$ cat src/vftl_pkg.sv
// Shared constants and types for the trilinear vector field lookup.
package vftl_pkg;

   localparam int GRID_X_DEFAULT = 32;
   localparam int GRID_Y_DEFAULT = 32;
   localparam int GRID_Z_DEFAULT = 32;

   localparam int COORD_W  = 32;
   localparam int STEP_W   = 20;
   localparam int INDEX_W  = 5;
   localparam int FIELD_W  = 24;
   localparam int FRAC_W   = 16;
   localparam int WEIGHT_W = FRAC_W + 1;
   localparam int QUOT_W   = COORD_W + FRAC_W;
   localparam int CORNERS  = 8;
   localparam int LERPS    = 7;
   localparam int LANES    = 3;

   localparam logic [5:0] DIV_LAST = 6'(QUOT_W - 1);
   localparam logic [STEP_W-1:0] STEP_RESET = 20'd1024;

   localparam int CSR_INDEX_W = 3;
   localparam logic [CSR_INDEX_W-1:0] CSR_X_ORIGIN = 3'd0;
   localparam logic [CSR_INDEX_W-1:0] CSR_Y_ORIGIN = 3'd1;
   localparam logic [CSR_INDEX_W-1:0] CSR_Z_ORIGIN = 3'd2;
   localparam logic [CSR_INDEX_W-1:0] CSR_X_STEP   = 3'd3;
   localparam logic [CSR_INDEX_W-1:0] CSR_Y_STEP   = 3'd4;
   localparam logic [CSR_INDEX_W-1:0] CSR_Z_STEP   = 3'd5;

   localparam logic FUNC_STORE = 1'b0;
   localparam logic FUNC_QUERY = 1'b1;

   typedef struct packed {
      logic       load_query;
      logic       div_step;
      logic       rd_en;
      logic [2:0] rd_corner;
      logic       lerp_mul;
      logic       lerp_add;
      logic [2:0] lerp_step;
      logic       emit_hit;
      logic       emit_miss;
   } cmd_type;

endpackage

$ cat src/vftl_ctrl.sv
// Controller sequencing division, corner reads and interpolation steps.
module vftl_ctrl (
   input  logic              clock,
   input  logic              reset,
   input  logic              start,
   input  logic              req_func,
   input  logic              miss,
   output logic              busy,
   output logic              rsp_valid,
   output vftl_pkg::cmd_type cmd
);

   typedef enum logic [2:0] {
      IDLE, DIVIDE, CHECK, READ, DRAIN, LMUL, LADD, EMIT
   } state_type;

   state_type  state_ff, state_in;
   logic [5:0] cnt_ff, cnt_in;
   logic       busy_ff, valid_ff, valid_in;

   always_comb begin
      state_in = state_ff;
      cnt_in   = cnt_ff;
      valid_in = 1'b0;
      cmd      = '0;
      case (state_ff)
         IDLE: begin
            if (start && req_func == vftl_pkg::FUNC_QUERY) begin
               cmd.load_query = 1'b1;
               state_in = DIVIDE;
               cnt_in   = '0;
            end
         end
         DIVIDE: begin
            cmd.div_step = 1'b1;
            cnt_in = cnt_ff + 6'd1;
            if (cnt_ff == vftl_pkg::DIV_LAST) begin
               state_in = CHECK;
            end
         end
         CHECK: begin
            cnt_in = '0;
            if (miss) begin
               cmd.emit_miss = 1'b1;
               valid_in = 1'b1;
               state_in = IDLE;
            end else begin
               state_in = READ;
            end
         end
         READ: begin
            cmd.rd_en     = 1'b1;
            cmd.rd_corner = cnt_ff[2:0];
            cnt_in = cnt_ff + 6'd1;
            if (cnt_ff[2:0] == 3'(vftl_pkg::CORNERS - 1)) begin
               state_in = DRAIN;
            end
         end
         DRAIN: begin
            cnt_in   = '0;
            state_in = LMUL;
         end
         LMUL: begin
            cmd.lerp_mul  = 1'b1;
            cmd.lerp_step = cnt_ff[2:0];
            state_in = LADD;
         end
         LADD: begin
            cmd.lerp_add  = 1'b1;
            cmd.lerp_step = cnt_ff[2:0];
            cnt_in = cnt_ff + 6'd1;
            if (cnt_ff[2:0] == 3'(vftl_pkg::LERPS - 1)) begin
               state_in = EMIT;
            end else begin
               state_in = LMUL;
            end
         end
         EMIT: begin
            cmd.emit_hit = 1'b1;
            valid_in = 1'b1;
            state_in = IDLE;
         end
         default: begin
            state_in = IDLE;
         end
      endcase
   end

   always_ff @(posedge clock) begin
      if (reset) begin
         state_ff <= IDLE;
         cnt_ff   <= '0;
         busy_ff  <= 1'b0;
         valid_ff <= 1'b0;
      end else begin
         state_ff <= state_in;
         cnt_ff   <= cnt_in;
         busy_ff  <= (state_in != IDLE);
         valid_ff <= valid_in;
      end
   end

   assign busy      = busy_ff;
   assign rsp_valid = valid_ff;

endmodule

$ cat config.mk
export PLATFORM = sky130hd
export DESIGN_NAME = vftl_ctrl
export DESIGN_NICKNAME = d
export VERILOG_FILES = /design/src/vftl_pkg.sv /design/src/vftl_ctrl.sv
export SDC_FILE = /design/constraint.sdc
export NUM_CORES = 1
export LEC_CHECK = 0
export ABC_AREA = 1
export BUFFER_PORTS_ARGS = -buffer_cell sky130_fd_sc_hd__buf_2
export CORE_MARGIN = 2
export CORE_UTILIZATION = 48
export CTS_CLUSTER_SIZE = 40
export DETAILED_ROUTE_END_ITERATION = 10
export PLACE_DENSITY = 0.83
export SLEW_MARGIN = 10
export SYNTH_ARGS = -nofsm -noshare
export SYNTH_HDL_FRONTEND = slang
export SYNTH_SLANG_ARGS = --single-unit
export TNS_END_PERCENT = 100
$ cat constraint.sdc
create_clock -name clock -period 1.35 [get_ports clock]
set_input_delay 0.135 -clock clock [delete_from_list [all_inputs] [get_ports clock]]
set_output_delay 0.135 -clock clock [all_outputs]
set_load 0.02 [all_outputs]
==> results.ini, run 1 <==
[status]
status = finished, final reports clean

[yosys]
yosys.area.top_type = dfxtp_1
synth_cells = 108
synth.top_cell.area_share_pct = 33.0
synth_fp_nets = 116
syn_area_um2 = 667
ys_seq_area_share_pct = 33.0
yosysUniqueCellTypes = 20
syn_avg_cell_area_um2 = 6.17
ys_top_cells_by_area = dfxtp_1, nand2_1, inv_1
ys_ff_latch = 11
yosys_warnings = 0

[clock_network]
cts_root_buf = clkbuf_4
cts.htree.levels = 1
hold_buffers = 0
cts_buffers = 3
clk_path_buf_depth = 2
insertion_delay_ns = 0.27
cts_tree = built
clk_pin_slew_ns = 0.07
clock_sinks = 11

[power]
power.density_nw_per_um2 = 711
vdd_drop_max_uv = 511
power.leakage_nw = 0.465

[route]
vias = 738
drtPass1Iterations = 4
drtIter0Drc = 14
via_per_inst = 4.99
ant_nets = 0
wirelength_um = 1750
drc_errors = 0
wl_per_cell_um = 11.8

[layout]
final_net_count = 142
multi_input_area_um2 = 402
fill_cells = 111
seq_area_um2 = 234
drive_above_1_share_pct = 36.8
synthToLayoutAreaGrowth_pct = 35.5
antenna_cells = 0
final_common_cell = nand2_1
fin_util_pct = 69.4
layout_common_cells = nand2_1, nor2_1, inv_1

[setup_path]
crit_chain = nand2_1 -> clkinv_1 -> nand2_2 -> nor2_1 -> buf_4
worstPathArrival_ns = 1.20
cp_slowest_cell = dfxtp_4
startpoint_type = flop
crit_required_ns = 1.22
crit_fanout = 6
worst-setup-path-type = reg2out
slowest_delay_ns = 0.38
reg2reg_depth = 7
cp-end-kind = output port

[sta]
post-route-period-util_pct = 99.0
fmax_ghz = 0.748
relSlewSlack_pct = 80.4
fin_worst_skew_ns = 0.00216
rsz0062_at_grt = true
setup_viol = 0
fin_ws_ns = 0.0134
final-hold-violation-count = 0
fin_crit_ns = 1.34
worstMarginPinSlew_ns = 0.294
drv_slew = 0

[floorplanning]
ios = 20
core_area_um2 = 1300
start_util_pct = 51.3
fp-row-count = 13
die_h_um = 41.3
die_area_um2 = 1700
die_w_um = 41.3

[placed_design]
gp_congestion = 0.802
port_buffers = 19
pre_cts_ws_ns = 0.0355
dp_hpwl_um = 1220

[grt]
grt.met3_usage_pct = 1.63
grtUsageMet1_pct = 27.0
grt_pass1_wl_um = 2530
busiest_layer = met2
grt_max_degree = 10
grt_usage_pct = 23.4
use_met2_pct = 42.6
overflow = 0
antenna_found_initial = 0
grt_pass1_vias = 599

[worst_hold_path]
holdPathStages = 2
min_path_type = in2reg

[run]
max-cap-violations = 0

-- power breakdown --
part / leakage, nW / switching, mW / total (mW) / internal [mW]
Combinational: 0.358 / 0.0532 / 0.0808 / 0.0276
Sequential: 0.0923 / 0.00799 / 0.336 / 0.328
Clock: 0.0150 / 0.111 / 0.225 / 0.115
Total: 0.465 / 0.172 / 0.642 / 0.470
-- repair_timing --
| item | CTS | global route |
|---|---|---|
| setup endpoints to repair | 8 | 11 |
| setup buffers | 0 | 1 |
| gates resized for setup | 9 | 24 |
| cloned | 0 | 0 |
| pin swaps | 0 | 4 |
-- stage by stage --
stage	area, um^2	cells	hold slack [ns]	power, mW	setup TNS (ns)
final	903	148	0.121	0.642	0
after floorplan	667	108	0.414	0.393	0
after detailed placement	792	143	0.421	0.420	0
after CTS	840	147	0.124	0.643	0
after global routing	903	148	0.140	0.663	-0.172
after global placement	792	143	0.415	0.418	0
-- critical path, delay by kind of cell, from the launching register on --
kind,cells,cell delay (ns)
buffers and inverters,2,0.26
and+or+nand+nor,3,0.29
DFF,1,0.38
-- layout make-up --
| class | count | share of cell area, % |
|---|---|---|
| sequential | 11 | 25.9 |
| tap | 15 | 2.08 |
| multi-input combinational | 75 | 44.5 |
| inverter | 21 | 9.56 |
| timing repair buffer | 22 | 15.1 |
| clock buffer | 4 | 2.91 |
-- registers in the layout, indices dropped and copies added, names as in the netlist --
signal and flops:
cnt_ff 6, busy 1, rsp_valid 1, state_ff 3
-- metal layers --
metal,wire [um],vias to the layer above
li1,-,384
met1,702,327
met2,929,22
met3,75,5
met4,41,0
met5,0,-
-- synthesized netlist by cell type --
master    number
clkinv_1       1
o21ai_0        2
nand4_1        2
or2_2          1
ha_1           3
nand3_1        9
dfxtp_1       11
nand3_2        1
inv_1         17
nor2_2         2
nor3_1         1
o21ai_2        1
buf_1          1
a21oi_1        6
nor2_1        17
nand2_1       27
inv_2          3
o21ai_1        1
xor2_1         1
o21bai_1       1
-- cell families (layout without fill, tap and decap cells) --
| logic type | Yosys count | in the layout | share of synthesized area [%] |
|---|---|---|---|
| simple gates | 60 | 60 | 38.5 |
| buf+inv | 22 | 47 | 12.4 |
| compound gates | 11 | 11 | 9.19 |
| flops | 11 | 11 | 33.0 |
| fa+ha+maj | 3 | 3 | 5.63 |
| xor+xnor | 1 | 1 | 1.31 |
-- worst paths after layout --
path	slack, ns	from	to
setup / recovery	0.01	state_ff[1]	cmd[9]
setup reg to reg	0.06	cnt_ff[0]	busy
hold reg to reg	0.49	cnt_ff[0]	cnt_ff[0]
hold / removal	0.12	reset	cnt_ff[0]
Note: power is estimated with default switching activity, not from simulation.
==> run 2: changes to the inputs <==
--- a/config.mk
+++ b/config.mk
@@ -7,6 +7,7 @@
 export LEC_CHECK = 0
 export ABC_AREA = 1
 export BUFFER_PORTS_ARGS = -buffer_cell sky130_fd_sc_hd__buf_2
+export CAP_MARGIN = 20
 export CORE_MARGIN = 2
 export CORE_UTILIZATION = 48
 export CTS_CLUSTER_SIZE = 40
==> constraint.sdc (replaced) <==
create_clock -name clock -period 1.35 [get_ports clock]
set_input_delay 0.27 -clock clock [delete_from_list [all_inputs] [get_ports clock]]
set_output_delay 0.27 -clock clock [all_outputs]
set_load 0.02 [all_outputs]
==> results.ini, run 2 (synthesis gave the netlist of run 1 again) <==
[clock_network]
cts_buffers = 3
cts_root_buf = clkbuf_4
clk_pin_slew_ns = 0.07
insertion_delay_ns = 0.26
cts_tree = built
clock_sinks = 11
clk_path_buf_depth = 2
cts.htree.levels = 1
hold_buffers = 0

[grt]
overflow = 0
grt_pass1_wl_um = 2590
grt_max_degree = 10
busiest_layer = met2
grtUsageMet1_pct = 30.1
grt_pass1_vias = 617
use_met2_pct = 41.0
grt.met3_usage_pct = 1.63
antenna_found_initial = 0
grt_usage_pct = 23.7

[power]
finalPower_uw = 654
power.leakage_nw = 0.513
power.density_nw_per_um2 = 639
vdd_drop_max_uv = 465

[route]
wl_per_cell_um = 11.8
ant_nets = 0
via_per_inst = 5.03
vias = 769
drtPass1Iterations = 3
drc_errors = 0
drtIter0Drc = 10
wirelength_um = 1810

[setup_path]
startpoint_type = flop
crit_fanout = 4
crit_path_frequent_cell = inv_2
slowest_delay_ns = 0.37
cp_slowest_cell = dfxtp_4
worst-setup-path-type = reg2out
crit_chain = inv_2 -> nand3_2 -> inv_2 -> nor2_4 -> nor2_2 -> buf_4
path_buf_inv = 3
worstPathArrival_ns = 1.18
crit_family = flip-flops
cp-end-kind = output port
crit_required_ns = 1.08

[sta]
fin_worst_skew_ns = 0.00276
worstMarginPinSlew_ns = 0.277
rsz0062_at_grt = true
fmax_ghz = 0.689
relSlewSlack_pct = 81.5
fin_ws_ns = -0.102
setup_viol = 11
final-hold-violation-count = 0
drv_slew = 0
fin_crit_ns = 1.45
post-route-period-util_pct = 108
holdWs_ns = 0.274

[layout]
drive_above_1_share_pct = 40.6
final_net_count = 147
synthToLayoutAreaGrowth_pct = 53.7
antenna_cells = 0
largest_reg_flops = 6
largest-register = cnt_ff
fin_area_um2 = 1020
layout_common_cells = nand2_1, inv_1, buf_6
fin_util_pct = 78.8
reg_top3 = cnt_ff (6), state_ff (3)
final_common_cell = nand2_1

[floorplanning]
die_h_um = 41.3
start_util_pct = 51.3
fp-row-count = 13
die_area_um2 = 1700
ios = 20
die_w_um = 41.3
core_area_um2 = 1300

[placed_design]
port_buffers = 19
gp_congestion = 0.794
pre_cts_ws_ns = 0.0230
place_area_um2 = 835
dp_hpwl_um = 1200

[status]
status = finished, violations left
violations = setup timing

[run]
max-cap-violations = 0

[worst_hold_path]
min_path_type = in2reg

run 2: cell count changes in the layout (fill, tap and decap cells not counted), moves of 2 or more:
cell,delta
nor2_4,+3
inv_1,+2
buf_6,+9
nor2_2,+3
ha_2,-2
buf_2,-5
nor2_1,-6
ha_1,+2
run 2: layout make-up:
type	count	area (um^2)
tap	15	18.8
clock buffer	4	26.3
fill	100	277
sequential	11	230
multi-input combinational	75	440
timing repair buffer	27	220
inverter	21	88.8
run 2: layer usage:
layer  share of wire, %  wire, um
met1                 43       785
met2                 53       951
met3                3.1        56
met4               0.77        14
met5                  0         0
run 2: path summary, 6_finish.rpt:
path                    start         to  slack (ns)  depth (start not counted)
setup / recovery  state_ff[0]     cmd[2]       -0.10                          6
hold / removal          reset  cnt_ff[1]        0.27                          2
setup reg to reg  state_ff[1]       busy        0.06                         10
hold reg to reg     cnt_ff[4]  cnt_ff[4]        0.49                          2
run 2: metrics by stage:
stage          TNS (ns)  instances
2_1_floorplan         0        108
3_3_place_gp          0        147
3_5_place_dp          0        147
4_1_cts          -0.625        153
5_1_grt           -1.49        153
6_report         -0.842        153
run 2: repair_timing:
action                                  CTS  global route
buffers inserted                          2             0
gates resized for setup                  31            18
endpoints found under the setup margin   12            18
pin swaps                                 5             5
run 2: where the power goes:
group	leakage [nW]	total, mW	switching (mW)	internal (mW)
logic	0.407	0.0968	0.0575	0.0392
clock network	0.0150	0.219	0.105	0.114
registers	0.0915	0.338	0.00864	0.330
total	0.513	0.654	0.171	0.483
==> run 3: changes to the inputs <==
--- a/config.mk
+++ b/config.mk
@@ -8,7 +8,7 @@
 export ABC_AREA = 1
 export BUFFER_PORTS_ARGS = -buffer_cell sky130_fd_sc_hd__buf_2
 export CAP_MARGIN = 20
-export CORE_MARGIN = 2
+export CORE_MARGIN = 5
 export CORE_UTILIZATION = 48
 export CTS_CLUSTER_SIZE = 40
 export DETAILED_ROUTE_END_ITERATION = 10
==> results.ini, run 3 (synthesis gave the netlist of run 1 again) <==
[sta]
relSlewSlack_pct = 79.7
rsz0062_at_grt = true
fmax_ghz = 0.678
fin_tns_setup_ns = -0.891
fin_ws_ns = -0.124
drv_slew = 0
setup_viol = 11
post-route-period-util_pct = 109
fin_crit_ns = 1.47
worstMarginPinSlew_ns = 0.304
final-hold-violation-count = 0
holdWs_ns = 0.267
fin_worst_skew_ns = 0.00544

[status]
status = finished, violations left
violations = setup timing

[clock_network]
clock_sinks = 11
cts.htree.levels = 1
cts_tree = built
hold_buffers = 0
insertion_delay_ns = 0.27
clk_pin_slew_ns = 0.07
clk_path_buf_depth = 2
cts_root_buf = clkbuf_4
cts_buffers = 3

[grt]
grt_pass1_vias = 693
grt_pass1_wl_um = 2730
grt_max_degree = 10
overflow = 0
antenna_found_initial = 0
grt_usage_pct = 17.5

[floorplanning]
die_h_um = 47.3
core_area_um2 = 1300
die_w_um = 47.3
die_area_um2 = 2230
ios = 20
start_util_pct = 51.3
fp-row-count = 13

[layout]
synthToLayoutAreaGrowth_pct = 49.3
final_net_count = 149
final_cells = 155
largest-register = cnt_ff
fill_cells = 103
antenna_cells = 0
largest_reg_flops = 6
layout_common_cells = nand2_1, inv_1, buf_4
final_common_cell = nand2_1
drive_above_1_share_pct = 41.4
reg_top3 = cnt_ff (6), state_ff (3)

[route]
vias = 793
wirelength_um = 1920
ant_nets = 0
wl_per_cell_um = 12.4
drc_errors = 0
drtIter0Drc = 20
via_per_inst = 5.12
drtPass1Iterations = 4

[setup_path]
cp-end-kind = output port
startpoint_type = flop
crit_start = state_ff[0]
crit_required_ns = 1.08
r2r-start = cnt_ff[0]
worst-setup-path-type = reg2out
crit_fanout = 4
worstPathArrival_ns = 1.20

[placed_design]
dp.cells = 147
pre_cts_ws_ns = 0.0213
gp_congestion = 0.854
port_buffers = 19
dp_hpwl_um = 1220

[power]
power.leakage_nw = 0.502
finalPower_uw = 659
vdd_drop_max_uv = 539
power.density_nw_per_um2 = 662

[run]
max-cap-violations = 0

[worst_hold_path]
hp-start = reset
min_path_type = in2reg

[run 3: power by group]
| group | internal, mW | total [mW] | switching [mW] |
|---|---|---|---|
| clock network | 0.114 | 0.224 | 0.109 |
| registers | 0.330 | 0.337 | 0.00743 |
| logic | 0.0386 | 0.0982 | 0.0596 |
[run 3: worst paths after layout]
path,to,slack (ns),cells after the start
max,cmd[8],-0.12,5
min,cnt_ff[1],0.27,2
max reg2reg,busy,-0.01,6
min reg2reg,cnt_ff[4],0.49,2
[run 3: repair_timing]
action / in CTS / in global routing
pin swaps: 4 / 2
gates resized for setup: 27 / 11
setup buffers: 2 / 2
setup endpoints to repair: 13 / 16
[run 3: worst max-delay path, cell delays in order, from the launching register on]
cell and delay, ns:
dfxtp_4 0.37, nand2_1 0.13, clkinv_1 0.12, nand2_2 0.12, nor2_2 0.05, buf_4 0.15
[run 3: cell type report]
cell class | count | area [um^2] | share of cell area (%)
Inverter | 21 | 86.3 | 8.67
Timing Repair Buffer | 29 | 218 | 21.9
Sequential cell | 11 | 230 | 23.1
Clock buffer | 4 | 26.3 | 2.64
Tap cell | 15 | 18.8 | 1.88
Multi-Input combinational cell | 75 | 417 | 41.8
[run 3: layer usage]
metal	GRT usage, %	up-vias	share of wire [%]
li1	-	402	-
met1	21.2	351	40
met2	28.1	35	51
met3	3.45	5	7.6
met4	10.5	0	1.8
met5	0	-	0
[run 3: stage by stage]
step                      instance area [um^2]  utilization, %
after floorplan                            679               -
after global placement                     835            64.1
after detailed placement                   835            64.1
after CTS                                  951            73.1
after global routing                       996            76.5
final                                      996            76.5
